===== config.mk =====
export PLATFORM = sky130hd
export DESIGN_NAME = omni_wheel_drive_mixer
export DESIGN_NICKNAME = d
export VERILOG_FILES = /design/src/hdl/owdm_pkg.sv /design/src/hdl/owdm_kinematics.sv /design/src/hdl/owdm_drive.sv /design/src/hdl/omni_wheel_drive_mixer.sv
export SDC_FILE = /design/constraint.sdc
export NUM_CORES = 2
export LEC_CHECK = 0
export ABC_AREA = 1
export BUFFER_PORTS_ARGS = -buffer_cell sky130_fd_sc_hd__buf_2
export CORE_MARGIN = 2
export CORE_UTILIZATION = 40
export CTS_CLUSTER_SIZE = 24
export DETAILED_ROUTE_END_ITERATION = 7
export MAX_ROUTING_LAYER = met4
export SLEW_MARGIN = 10
export SYNTH_ARGS = -nofsm -noshare
export SYNTH_HDL_FRONTEND = slang
export SYNTH_HIERARCHICAL = 1
export SYNTH_SLANG_ARGS = --single-unit

===== constraint.sdc =====
create_clock -name clk_i -period 16.6 [get_ports clk_i]
set_clock_uncertainty 0.2 [all_clocks]
set_input_delay 0 -clock clk_i [delete_from_list [all_inputs] [get_ports clk_i]]
set_output_delay 0 -clock clk_i [all_outputs]
set_load 0.02 [all_outputs]

===== src/hdl/owdm_pkg.sv =====
// owdm_pkg: shared types, constants and the quarter-wave sine table of the
// omni wheel drive mixer. No dependencies.
`timescale 1ns / 1ps

package owdm_pkg;

  localparam int unsigned WHEEL_COUNT    = 4;
  localparam int unsigned SINE_FRAC_BITS = 15;

  // field widths
  localparam int unsigned KIND_W   = 2;
  localparam int unsigned DIR_W    = 10;
  localparam int unsigned PCT_W    = 8;
  localparam int unsigned SET_W    = 9;
  localparam int unsigned CFG_W    = 9;
  localparam int unsigned SPEED_W  = 10;
  localparam int unsigned DUTY_W   = 8;
  localparam int unsigned CFG_IDX_W = 3;

  // |speed| (0..256) times the Q1.8 gain, at most 130816
  localparam int unsigned MAG_W  = 9;
  localparam int unsigned PROD_W = 17;

  // quarter sine table, entries 0..90 degrees
  localparam int unsigned SINE_W       = SINE_FRAC_BITS + 1;
  localparam int unsigned QUARTER_DEG  = 90;
  localparam int unsigned SINE_ENTRIES = QUARTER_DEG + 1;
  localparam int unsigned SINE_IDX_W   = $clog2(SINE_ENTRIES);

  // drive scaling: p = prod * 255 / 256 / 100, the divide by 100 done as
  // a reciprocal multiply that is exact for every operand below 2^17
  localparam int unsigned SCALE_DIV   = 100;
  localparam int unsigned RECIP_SHIFT = 24;
  localparam int unsigned RECIP_W     = 18;
  localparam logic [RECIP_W-1:0] RECIP_MUL =
    RECIP_W'(((64'd1 << RECIP_SHIFT) + SCALE_DIV - 1) / SCALE_DIV);

  localparam logic [DUTY_W-1:0] DUTY_MAX  = '1;
  localparam logic [DUTY_W-1:0] DUTY_IDLE = DUTY_W'(1);

  localparam logic [WHEEL_COUNT-1:0][CFG_W-1:0] ANGLE_RESET =
    {9'd315, 9'd225, 9'd135, 9'd45};
  localparam logic [CFG_W-1:0] GAIN_RESET = 9'd256;

  typedef enum logic [KIND_W-1:0] {
    KIND_DIRECTION = 2'd0,
    KIND_LOAD      = 2'd1,
    KIND_EMIT      = 2'd2
  } kind_e;

  typedef enum logic [CFG_IDX_W-1:0] {
    CFG_W1_ANGLE = 3'd0,
    CFG_W2_ANGLE = 3'd1,
    CFG_W3_ANGLE = 3'd2,
    CFG_W4_ANGLE = 3'd3,
    CFG_W1_GAIN  = 3'd4,
    CFG_W2_GAIN  = 3'd5,
    CFG_W3_GAIN  = 3'd6,
    CFG_W4_GAIN  = 3'd7
  } cfg_reg_e;

  // one wheel's request into the drive stage
  typedef struct packed {
    logic              pos;   // stored speed strictly positive
    logic [PROD_W-1:0] prod;  // |speed| * gain
  } drive_req_t;

  typedef logic [SINE_ENTRIES-1:0][SINE_W-1:0] sine_tab_t;

  // fixed-point series for round(sin(d deg) * 2^SINE_FRAC_BITS), d = 0..90
  localparam int unsigned      CALC_BITS = 30;
  localparam logic [63:0]      PI_Q60    = 64'h3243F6A8885A308D;

  function automatic sine_tab_t build_sine_table();
    sine_tab_t   tab;
    logic [63:0] step;
    logic [63:0] x;
    logic [63:0] sum;
    logic [63:0] term;
    int unsigned sh;
    sh   = CALC_BITS - SINE_FRAC_BITS;
    step = PI_Q60 / 64'd180;
    for (int unsigned d = 0; d < SINE_ENTRIES; d++) begin
      x    = (64'(d) * step) >> CALC_BITS;
      sum  = x;
      term = x;
      for (int unsigned k = 1; k <= 7; k++) begin
        term = (term * x) >> CALC_BITS;
        term = ((term * x) >> CALC_BITS) / 64'((2 * k) * (2 * k + 1));
        if (k[0]) begin
          sum = sum - term;
        end else begin
          sum = sum + term;
        end
      end
      tab[d] = SINE_W'((sum + (64'd1 << (sh - 1))) >> sh);
    end
    return tab;
  endfunction

  localparam sine_tab_t SINE_TABLE = build_sine_table();

endpackage


===== src/hdl/owdm_kinematics.sv =====
// owdm_kinematics: speed of one wheel from travel direction, speed and rotation.
// Depends on owdm_pkg (sine table, widths).
`timescale 1ns / 1ps

module owdm_kinematics (
  input  logic        [owdm_pkg::CFG_W-1:0]   angle_i,
  input  logic signed [owdm_pkg::DIR_W-1:0]   direction_i,
  input  logic signed [owdm_pkg::PCT_W-1:0]   speed_i,
  input  logic signed [owdm_pkg::PCT_W-1:0]   rotation_i,
  output logic signed [owdm_pkg::SPEED_W-1:0] wheel_speed_o
);
  import owdm_pkg::*;

  localparam int unsigned DIFF_W = 12;
  localparam int unsigned RED_W  = 11;
  localparam int unsigned DEG_W  = 9;
  localparam int unsigned PRODS_W = SINE_W + PCT_W;
  localparam int unsigned Q_W     = PRODS_W - SINE_FRAC_BITS;

  logic signed [DIFF_W-1:0]  diff;
  logic        [RED_W-1:0]   red0, red1, red2, red3;
  logic        [DEG_W-1:0]   deg;
  logic        [SINE_IDX_W-1:0] idx;
  logic                      sine_neg;
  logic        [SINE_W-1:0]  sine_mag;
  logic        [PCT_W-1:0]   speed_abs;
  logic        [PRODS_W-1:0] prod;
  logic        [Q_W-1:0]     q;
  logic signed [SPEED_W-1:0] q_s;

  // bias by four turns so the difference is never negative, then peel off
  // 1440, 720 and 360 to land in 0..359
  always_comb begin
    diff = DIFF_W'(direction_i) + DIFF_W'(1440) - $signed({3'b000, angle_i});
    red0 = diff[RED_W-1:0];
    red1 = (red0 >= RED_W'(1440)) ? red0 - RED_W'(1440) : red0;
    red2 = (red1 >= RED_W'(720))  ? red1 - RED_W'(720)  : red1;
    red3 = (red2 >= RED_W'(360))  ? red2 - RED_W'(360)  : red2;
    deg  = red3[DEG_W-1:0];
  end

  // fold the full circle onto the quarter table
  always_comb begin
    if (deg <= DEG_W'(90)) begin
      idx      = SINE_IDX_W'(deg);
      sine_neg = 1'b0;
    end else if (deg <= DEG_W'(180)) begin
      idx      = SINE_IDX_W'(DEG_W'(180) - deg);
      sine_neg = 1'b0;
    end else if (deg <= DEG_W'(270)) begin
      idx      = SINE_IDX_W'(deg - DEG_W'(180));
      sine_neg = 1'b1;
    end else begin
      idx      = SINE_IDX_W'(DEG_W'(360) - deg);
      sine_neg = 1'b1;
    end
  end

  always_comb begin
    sine_mag  = SINE_TABLE[idx];
    speed_abs = speed_i[PCT_W-1] ? PCT_W'(-speed_i) : PCT_W'(speed_i);
    prod      = PRODS_W'(sine_mag) * PRODS_W'(speed_abs);
    q         = prod[PRODS_W-1:SINE_FRAC_BITS];
    // magnitude truncated, sign applied afterwards: rounds toward zero
    q_s       = (sine_neg ^ speed_i[PCT_W-1]) ? -$signed(SPEED_W'(q))
                                              : $signed(SPEED_W'(q));
    wheel_speed_o = q_s + SPEED_W'(rotation_i);
  end

endmodule


===== src/hdl/owdm_drive.sv =====
// owdm_drive: half-bridge duty pair of one wheel from |speed| * gain.
// Depends on owdm_pkg (drive_req_t, scaling constants).
`timescale 1ns / 1ps

module owdm_drive (
  input  owdm_pkg::drive_req_t              req_i,
  output logic [owdm_pkg::DUTY_W-1:0]       side_a_o,
  output logic [owdm_pkg::DUTY_W-1:0]       side_b_o
);
  import owdm_pkg::*;

  localparam int unsigned Y_W  = PROD_W + 8;
  localparam int unsigned QM_W = PROD_W + RECIP_W;
  localparam int unsigned P_W  = QM_W - RECIP_SHIFT;

  logic [Y_W-1:0]    y;
  logic [PROD_W-1:0] v;
  logic [QM_W-1:0]   qm;
  logic [P_W-1:0]    p;
  logic [DUTY_W-1:0] duty;

  always_comb begin
    // times 255 by shift and subtract, then /256 and /100
    y    = {req_i.prod, 8'h00} - Y_W'(req_i.prod);
    v    = y[Y_W-1:8];
    qm   = QM_W'(v) * QM_W'(RECIP_MUL);
    p    = qm[QM_W-1:RECIP_SHIFT];
    duty = (p > P_W'(DUTY_MAX)) ? DUTY_MAX : p[DUTY_W-1:0];
    if (req_i.pos && (p != '0)) begin
      side_a_o = DUTY_IDLE;
      side_b_o = duty;
    end else begin
      side_a_o = duty;
      side_b_o = DUTY_IDLE;
    end
  end

endmodule


===== src/hdl/omni_wheel_drive_mixer.sv =====
// omni_wheel_drive_mixer: four wheel omni drive kinematics with duty outputs.
// Depends on owdm_pkg, owdm_kinematics and owdm_drive.
// Path: an emit request passes the input register, drive register and output
// register before it shows tvalid.
// Throughput: one request per cycle; stages advance independently, bounded
// only by downstream tready through the output register.
// Reset: asynchronous, active low; speeds clear to zero, angles 45/135/225/315,
// gains 1.0, all stages empty.
`timescale 1ns / 1ps

module omni_wheel_drive_mixer (
  input  logic        clk_i,
  input  logic        rst_ni,
  // config write port
  input  logic                              cfg_we_i,
  input  logic [owdm_pkg::CFG_IDX_W-1:0]    cfg_idx_i,
  input  logic [owdm_pkg::CFG_W-1:0]        cfg_data_i,
  // request stream
  input  logic        s_axis_tvalid_i,
  output logic        s_axis_tready_o,
  // direction[9:0] speed[17:10] rotation[25:18] wheel1_set[34:26]
  // wheel2_set[43:35] wheel3_set[52:44] wheel4_set[61:53] zero[63:62]
  input  logic [63:0] s_axis_tdata_i,
  // kind[1:0]
  input  logic [owdm_pkg::KIND_W-1:0] s_axis_tuser_i,
  // result stream
  output logic        m_axis_tvalid_o,
  input  logic        m_axis_tready_i,
  // wheel1_side_a[7:0] wheel1_side_b[15:8] wheel2_side_a[23:16]
  // wheel2_side_b[31:24] wheel3_side_a[39:32] wheel3_side_b[47:40]
  // wheel4_side_a[55:48] wheel4_side_b[63:56]
  output logic [63:0] m_axis_tdata_o
);
  import owdm_pkg::*;

  // ---------------------------------------------------------------
  // configuration registers
  // ---------------------------------------------------------------
  logic [CFG_W-1:0] angle_q [WHEEL_COUNT];
  logic [CFG_W-1:0] gain_q  [WHEEL_COUNT];

  always_ff @(posedge clk_i or negedge rst_ni) begin
    if (!rst_ni) begin
      for (int w = 0; w < WHEEL_COUNT; w++) begin
        angle_q[w] <= ANGLE_RESET[w];
        gain_q[w]  <= GAIN_RESET;
      end
    end else if (cfg_we_i) begin
      case (cfg_idx_i)
        CFG_W1_ANGLE: angle_q[0] <= cfg_data_i;
        CFG_W2_ANGLE: angle_q[1] <= cfg_data_i;
        CFG_W3_ANGLE: angle_q[2] <= cfg_data_i;
        CFG_W4_ANGLE: angle_q[3] <= cfg_data_i;
        CFG_W1_GAIN:  gain_q[0]  <= cfg_data_i;
        CFG_W2_GAIN:  gain_q[1]  <= cfg_data_i;
        CFG_W3_GAIN:  gain_q[2]  <= cfg_data_i;
        CFG_W4_GAIN:  gain_q[3]  <= cfg_data_i;
        default: ;
      endcase
    end
  end

  // ---------------------------------------------------------------
  // stage handshake: each stage loads when empty or draining
  // ---------------------------------------------------------------
  logic in_v_q, mid_v_q, out_v_q;
  logic out_free, mid_free, in_free, a_fire;

  assign out_free = !out_v_q || m_axis_tready_i;
  assign mid_free = !mid_v_q || out_free;
  assign in_free  = !in_v_q  || mid_free;
  assign a_fire   = in_v_q && mid_free;

  assign s_axis_tready_o = in_free;
  assign m_axis_tvalid_o = out_v_q;

  // ---------------------------------------------------------------
  // input register
  // ---------------------------------------------------------------
  logic [KIND_W-1:0]       kind_q;
  logic signed [DIR_W-1:0] dir_q;
  logic signed [PCT_W-1:0] spd_q;
  logic signed [PCT_W-1:0] rot_q;
  logic signed [SET_W-1:0] set_q [WHEEL_COUNT];

  always_ff @(posedge clk_i or negedge rst_ni) begin
    if (!rst_ni) begin
      in_v_q <= 1'b0;
    end else if (in_free) begin
      in_v_q <= s_axis_tvalid_i;
    end
  end

  always_ff @(posedge clk_i) begin
    if (in_free && s_axis_tvalid_i) begin
      kind_q <= s_axis_tuser_i;
      dir_q  <= s_axis_tdata_i[9:0];
      spd_q  <= s_axis_tdata_i[17:10];
      rot_q  <= s_axis_tdata_i[25:18];
      for (int w = 0; w < WHEEL_COUNT; w++) begin
        set_q[w] <= s_axis_tdata_i[26 + SET_W * w +: SET_W];
      end
    end
  end

  // ---------------------------------------------------------------
  // stage a: kinematics / direct load into the speed state, or
  // |speed| * gain for an emit request
  // ---------------------------------------------------------------
  logic signed [SPEED_W-1:0] speed_q   [WHEEL_COUNT];
  logic signed [SPEED_W-1:0] kin_speed [WHEEL_COUNT];
  logic        [MAG_W-1:0]   speed_abs [WHEEL_COUNT];
  drive_req_t                drive_d   [WHEEL_COUNT];
  drive_req_t                drive_q   [WHEEL_COUNT];
  logic [DUTY_W-1:0]         side_a    [WHEEL_COUNT];
  logic [DUTY_W-1:0]         side_b    [WHEEL_COUNT];
  logic [DUTY_W-1:0]         side_a_q  [WHEEL_COUNT];
  logic [DUTY_W-1:0]         side_b_q  [WHEEL_COUNT];

  for (genvar w = 0; w < WHEEL_COUNT; w++) begin : g_wheel
    owdm_kinematics u_kin (
      .angle_i       (angle_q[w]),
      .direction_i   (dir_q),
      .speed_i       (spd_q),
      .rotation_i    (rot_q),
      .wheel_speed_o (kin_speed[w])
    );

    always_comb begin
      // stored speed stays in -256..255, so its magnitude reaches 256: 9 bits
      speed_abs[w]    = speed_q[w][SPEED_W-1] ? MAG_W'(-speed_q[w])
                                              : MAG_W'(speed_q[w]);
      drive_d[w].pos  = !speed_q[w][SPEED_W-1] && (speed_q[w] != '0);
      drive_d[w].prod = PROD_W'(speed_abs[w]) * PROD_W'(gain_q[w]);
    end

    owdm_drive u_drive (
      .req_i    (drive_q[w]),
      .side_a_o (side_a[w]),
      .side_b_o (side_b[w])
    );
  end

  // wheel speed state; a stop command falls out of the kinematics as zero
  always_ff @(posedge clk_i or negedge rst_ni) begin
    if (!rst_ni) begin
      for (int w = 0; w < WHEEL_COUNT; w++) begin
        speed_q[w] <= '0;
      end
    end else if (a_fire) begin
      case (kind_q)
        KIND_DIRECTION: begin
          for (int w = 0; w < WHEEL_COUNT; w++) begin
            speed_q[w] <= kin_speed[w];
          end
        end
        KIND_LOAD: begin
          for (int w = 0; w < WHEEL_COUNT; w++) begin
            speed_q[w] <= SPEED_W'(set_q[w]);
          end
        end
        default: ;
      endcase
    end
  end

  // only emit requests travel on past stage a
  always_ff @(posedge clk_i or negedge rst_ni) begin
    if (!rst_ni) begin
      mid_v_q <= 1'b0;
    end else if (mid_free) begin
      mid_v_q <= a_fire && (kind_q == KIND_EMIT);
    end
  end

  always_ff @(posedge clk_i) begin
    if (mid_free) begin
      for (int w = 0; w < WHEEL_COUNT; w++) begin
        drive_q[w] <= drive_d[w];
      end
    end
  end

  // ---------------------------------------------------------------
  // stage b: scaling and duty split into the output register
  // ---------------------------------------------------------------
  always_ff @(posedge clk_i or negedge rst_ni) begin
    if (!rst_ni) begin
      out_v_q <= 1'b0;
    end else if (out_free) begin
      out_v_q <= mid_v_q;
    end
  end

  always_ff @(posedge clk_i) begin
    if (out_free && mid_v_q) begin
      for (int w = 0; w < WHEEL_COUNT; w++) begin
        side_a_q[w] <= side_a[w];
        side_b_q[w] <= side_b[w];
      end
    end
  end

  always_comb begin
    for (int w = 0; w < WHEEL_COUNT; w++) begin
      m_axis_tdata_o[2 * DUTY_W * w +: DUTY_W]          = side_a_q[w];
      m_axis_tdata_o[2 * DUTY_W * w + DUTY_W +: DUTY_W] = side_b_q[w];
    end
  end

endmodule


Word-level counts from Yosys, hierarchy flattened
Memories as Yosys holds them, arrays and structs flattened. Index checks and enable logic that the tools add are counted.

Output and inout port bits: 66. ROM bits: 8192. Word-level logic and storage cells: 236. Register bits after elaboration: 143. Memories kept: 8. RAM bits: 172.

Memories: (name not given) (words 128, bits a word 16, read ports 1, clocked after memory_dff 0, wr ports 0, RTL line owdm_kinematics.sv:60) `sine_mag = SINE_TABLE[idx];`; (name not given) (words 128, bits a word 16, read ports 1, clocked after memory_dff 0, wr ports 0, RTL line owdm_kinematics.sv:60); (name not given) (words 128, bits a word 16, read ports 1, clocked after memory_dff 0, wr ports 0, RTL line owdm_kinematics.sv:60); (name not given) (words 128, bits a word 16, read ports 1, clocked after memory_dff 0, wr ports 0, RTL line owdm_kinematics.sv:60); drive_q (words 4, bits a word 18, read ports 4, clocked after memory_dff 0, wr ports 4, RTL line omni_wheel_drive_mixer.sv:114) `drive_req_t drive_q [WHEEL_COUNT];`; set_q (words 4, bits a word 9, read ports 4, clocked after memory_dff 0, wr ports 4, RTL line omni_wheel_drive_mixer.sv:84) `logic signed [SET_W-1:0] set_q [WHEEL_COUNT];`; +2 memories.

Multiply operators: 12. Muxes and demuxes: 64. Reductions and logical operators: 42. Bitwise logic cells: 4. Add/sub/neg operators: 46. Equality and inequality tests: 9. $lt $le $gt $ge: 32.

Operators by type and width (count): $mul 17x18->35 const B (4); $mux 8 (13); $sub 25x17->25 (4); $mul 16x8->24 (4); $mux 11 (8); $mux 7 (12); $pmux 40 s2 (1); $mux 9 (8); $mul 9x9->17 (4); $mux 16 (4); $ge 11x10->1 const B (4); $ge 11x11->1 const B (4); $ge 11x9->1 const B (4); $gt 11x8->1 const B (4); $reduce_bool 11->1 (4); $sub 11x10->11 (4); $sub 11x10->11 const B (4); $sub 11x11->11 const B (4); $add 10x8->10 (4); $mux 10 (4); $neg 9->10 (4); $reduce_bool 10->1 (4); $le 9x7->1 const B (4); $le 9x8->1 const B (4); 23 further kinds (91).

Logic depth before layout (Yosys ltp)
Depth after elaboration: 19. Mapped depth: 93.

By module
The synthesis kept the hierarchy.

By module, submodules not included: owdm_drive (times used 4, area each 6820.3 µm², cells each 894); omni_wheel_drive_mixer (times used 1, area each 21723.3 µm², cells each 2279); owdm_kinematics (g_wheel[1].u_kin ...) (times used 2, area each 8486.9 µm², cells each 1393); owdm_kinematics (g_wheel[0].u_kin) (times used 1, area each 8473.1 µm², cells each 1399); owdm_kinematics (g_wheel[3].u_kin) (times used 1, area each 8380.5 µm², cells each 1382).

Worst setup path after synthesis
Ideal clock, no wire load.

Path kind: register to register. Start point: register dir_q[1]. End point: register speed_q[39] (netlist bit). Stages on the path, launching flop included: 85. Path slack: 5073 ps. Period minus slack after synthesis: 11527 ps. Setup time: 82 ps. Data required time: 16318 ps. Path buffers: 0. Arrival: 11245 ps. Path through: edfxtp_1 > ha_1 > ha_1 > inv_1 > fa_1 > inv_1 > nand2_1 > nand2_2 > nand2_1 > nand2_1 > nand2_2 > ha_1 > inv_1 > nand3_2 > nand2_2 > nand2_2 > nand3_1 > nand2_1 > [... 49 more ...] > ha_1 > a21oi_1 > nand2_1 > a21oi_1 > inv_1 > a21oi_1 > inv_1 > a21oi_1 > nor2_1 > nor2_1 > o21ai_0 > a21o_1 > xor2_1 > inv_1 > nand4_1 > nand2_1 > nand2_1 > a31oi_1.

RTL lines: start, declared (RTL line omni_wheel_drive_mixer.sv:81) `logic signed [DIR_W-1:0] dir_q;`; start signal, assigned (RTL line omni_wheel_drive_mixer.sv:97) `dir_q <= s_axis_tdata_i[9:0];`; end signal, assigned by index (RTL line omni_wheel_drive_mixer.sv:154) `speed_q[w] <= kin_speed[w];`; end signal, assigned by index (RTL line omni_wheel_drive_mixer.sv:159) `speed_q[w] <= SPEED_W'(set_q[w]);`; end, declared (RTL line omni_wheel_drive_mixer.sv:110) `logic signed [SPEED_W-1:0] speed_q [WHEEL_COUNT];`.

==> results by group <==
Layout
  – Most frequent cells in the layout: inv_1, nand2_1, ha_1, nor2_1, fa_1
  – Fill cells: 21200
  – Commonest non-fill, non-tap cell in the layout: inv_1
  – Nets@finish: 13800
  – Share of cells above drive strength 1: 0.0736
  – Area grow syn2layout: 8.29%

Clocking
  – Clock sink count: 315
  – CTS Root Cell: clkbuf_16
  – Clock Tree Buf Depth: 3
  – Worst skew pair latency: 660 ps
  – Resize count post-CTS: 0
  – CTS tree: built
  – H-Tree Level Count: 2
  – CTS buffer count: 44
  – Worst-path clk slew: 60 ps

Route
  – Total number of vias: 72900
  – Drt first pass iters: 8
  – Iter 0 DRT Violations: 4765
  – WL final: 236 mm
  – Post-DRT Antenna Nets: 0
  – Via-to-Cell Ratio: 5.06
  – Routed len/inst: 16.4 um
  – DRC viols: 1

Die
  – DIE HEIGHT: 459 um
  – Full die area: 211000 um^2
  – Rows: 167
  – DIE WIDTH: 459 um
  – Starting Density: 0.401
  – Floorplan Core Area: 206000 um^2
  – Ports: 149

STA
  – Final Max Slew Viols: 0
  – Period utilisation layout: 0.874
  – Hold Slack: 98.1 ps
  – RSZ-0062 raised after global routing: false
  – Max transition margin: 0.114
  – Fmax: 68.9 MHz
  – Final hold violation count: 0
  – Worst slew pin tran: 1330 ps
  – Setup slack after layout: 2090 ps
  – Period minus WS final: 14510 ps
  – Final setup fails: 0
  – Setup_tns: 0 ps

Yosys
  – Synth cell types: 78
  – Cell Area, Synth: 82800 um^2
  – Cells after Synth: 11400
  – Post-synthesis compound-gate area fraction: 0.0871
  – Number of synthesized flops with an enable pin: 200
  – Synth Area per Inst: 7.25 um^2
  – FF+latch count, synth: 315
  – Mux share of post-synthesis cell area: 0
  – Top cells by area, synth: fa_1, ha_1, inv_1
  – Syn_nets: 13500
  – Async SR Flop Fraction: 0.365
  – Largest family of logic cells by synthesized area: adder cells
  – Post-synth top area share: 0.232
  – Sequential area share after synthesis: 0.108
  – Adder-cell share of the synthesized area: 0.395
  – Yosys warnings: 6
  – Area leader, netlist: fa_1
  – XOR/XNOR Fraction of Synth Area: 0.0202
  – Simple-gate share of the synthesized area: 0.259
  – Ys flop type: edfxtp_1

Global route
  – Largest net degree at the start of global routing: 81
  – Total grt overflow: 0
  – Antenna violations before repair: 15
  – First-pass GRT wire length: 385 mm
  – Vias in the first global route: 74000
  – GR Util All Layers: 0.231

Run status
  – Outcome: finished with violations
  – Failing checks: DRC

Placement
  – Port buffer count: 146
  – Post-place setup slack: 2290 ps
  – DP HPWL: 199 mm
  – Placer congestion estimate: 0.934

Worst setup path
  – Worst Setup End Kind: flip-flop
  – Slowest cell on crit path: fa_1
  – CP max stage delay: 790 ps
  – Crit Path Class: reg -> reg
  – Worst endpoint required time: 16900 ps
  – Worst Path Arrival: 14810 ps
  – Crit path max fanout: 13
  – Crit-path most repeated cell: nand2_1
  – Setup crit start kind: flip-flop

Min path
  – Hold Crit Class: in -> reg

Job
  – Max-Cap Viols: 0
per-layer routing:
| layer | global-route usage | share of wire |
|---|---|---|
| met3 | 0.0203 | 0.046 |
| met1 | 0.295 | 0.45 |
| met2 | 0.386 | 0.47 |
| met4 | 0.0718 | 0.034 |
| met5 | - | 0 |
repair_timing:
action / CTS / global route
hold endpoints to repair: 266 / 0
hold buffers: 171 / 0
setup buffers: 0 / 0
synthesized netlist by cell type, types with 57 or more instances:
| library cell | number |
|---|---|
| a21oi_1 | 453 |
| a31oi_1 | 79 |
| clkbuf_1 | 79 |
| dfrtp_1 | 93 |
| edfxtp_1 | 200 |
| fa_1 | 960 |
| ha_1 | 1080 |
| inv_1 | 2567 |
| inv_2 | 95 |
| nand2_1 | 2490 |
| nand2_2 | 181 |
| nand3_1 | 580 |
| nand3_2 | 57 |
| nand4_1 | 79 |
| nor2_1 | 1066 |
| nor3_1 | 95 |
| o21ai_0 | 360 |
| xor2_1 | 138 |
critical path, delay by kind of cell (launching register included):
kind                     cells  cell delay [ps]
buffers and inverters       11             1050
adder cells (fa/ha/maj)     12             4890
XOR/XNOR                     3              830
AO/OA/AOI/OAI               12             2010
flip-flops                   1              520
AND/OR/NAND/NOR             38             4800
stage by stage:
step	cell area [um^2]	utilization	cells
after floorplan	82800	-	11400
after global placement	86400	0.419	14100
after detailed placement	86400	0.419	14100
after CTS	89700	0.434	14400
after global routing	89700	0.434	14400
final	89700	0.434	14400
final timing paths:
kind / from / end / slack [ps] / depth (start not counted)
worst max-delay path: dir_q[1] / speed_q[9] / 2090 / 76
worst min-delay path: cfg_we_i / gain_q[26] / 100 / 6
worst max register to register: dir_q[1] / speed_q[9] / 2090 / 76
worst min register to register: angle_q[33] / angle_q[33] / 290 / 2
max in group asynchronous: rst_ni / speed_q[37] / 15010 / 4
min in group asynchronous: rst_ni / gain_q[26] / 360 / 3
sequential cells by signal (all words and copies together) (netlist names), 8 cells and up:
signal    flops
speed_q      40
side_b_q     32
angle_q      36
set_q        36
spd_q         8
dir_q        10
drive_q      72
rot_q         8
gain_q       36
side_a_q     32
area by class of cell:
class / count / area (um^2) / area share
antenna: 7 / 17.5 / 0.000195
clock buffer: 54 / 1210 / 0.0135
clock inverter: 28 / 287 / 0.00319
inverter: 2671 / 10000 / 0.112
multi-input combinational: 8277 / 63100 / 0.704
sequential: 315 / 8910 / 0.0993
tap: 2704 / 3380 / 0.0377
timing repair buffer: 350 / 2710 / 0.0303
kinds of logic (layout without fill, tap and decap cells):
group / Yosys count / after routing
simple gates: 4835 / 4835
flops: 315 / 315
compound gates: 1215 / 1215
xor+xnor: 187 / 187
fa+ha+maj: 2040 / 2040
buf+inv: 2830 / 3103
other cells: 0 / 7
Power is not shown: default switching activity piles up to over one toggle a cycle in this logic, so the estimate is an artifact.
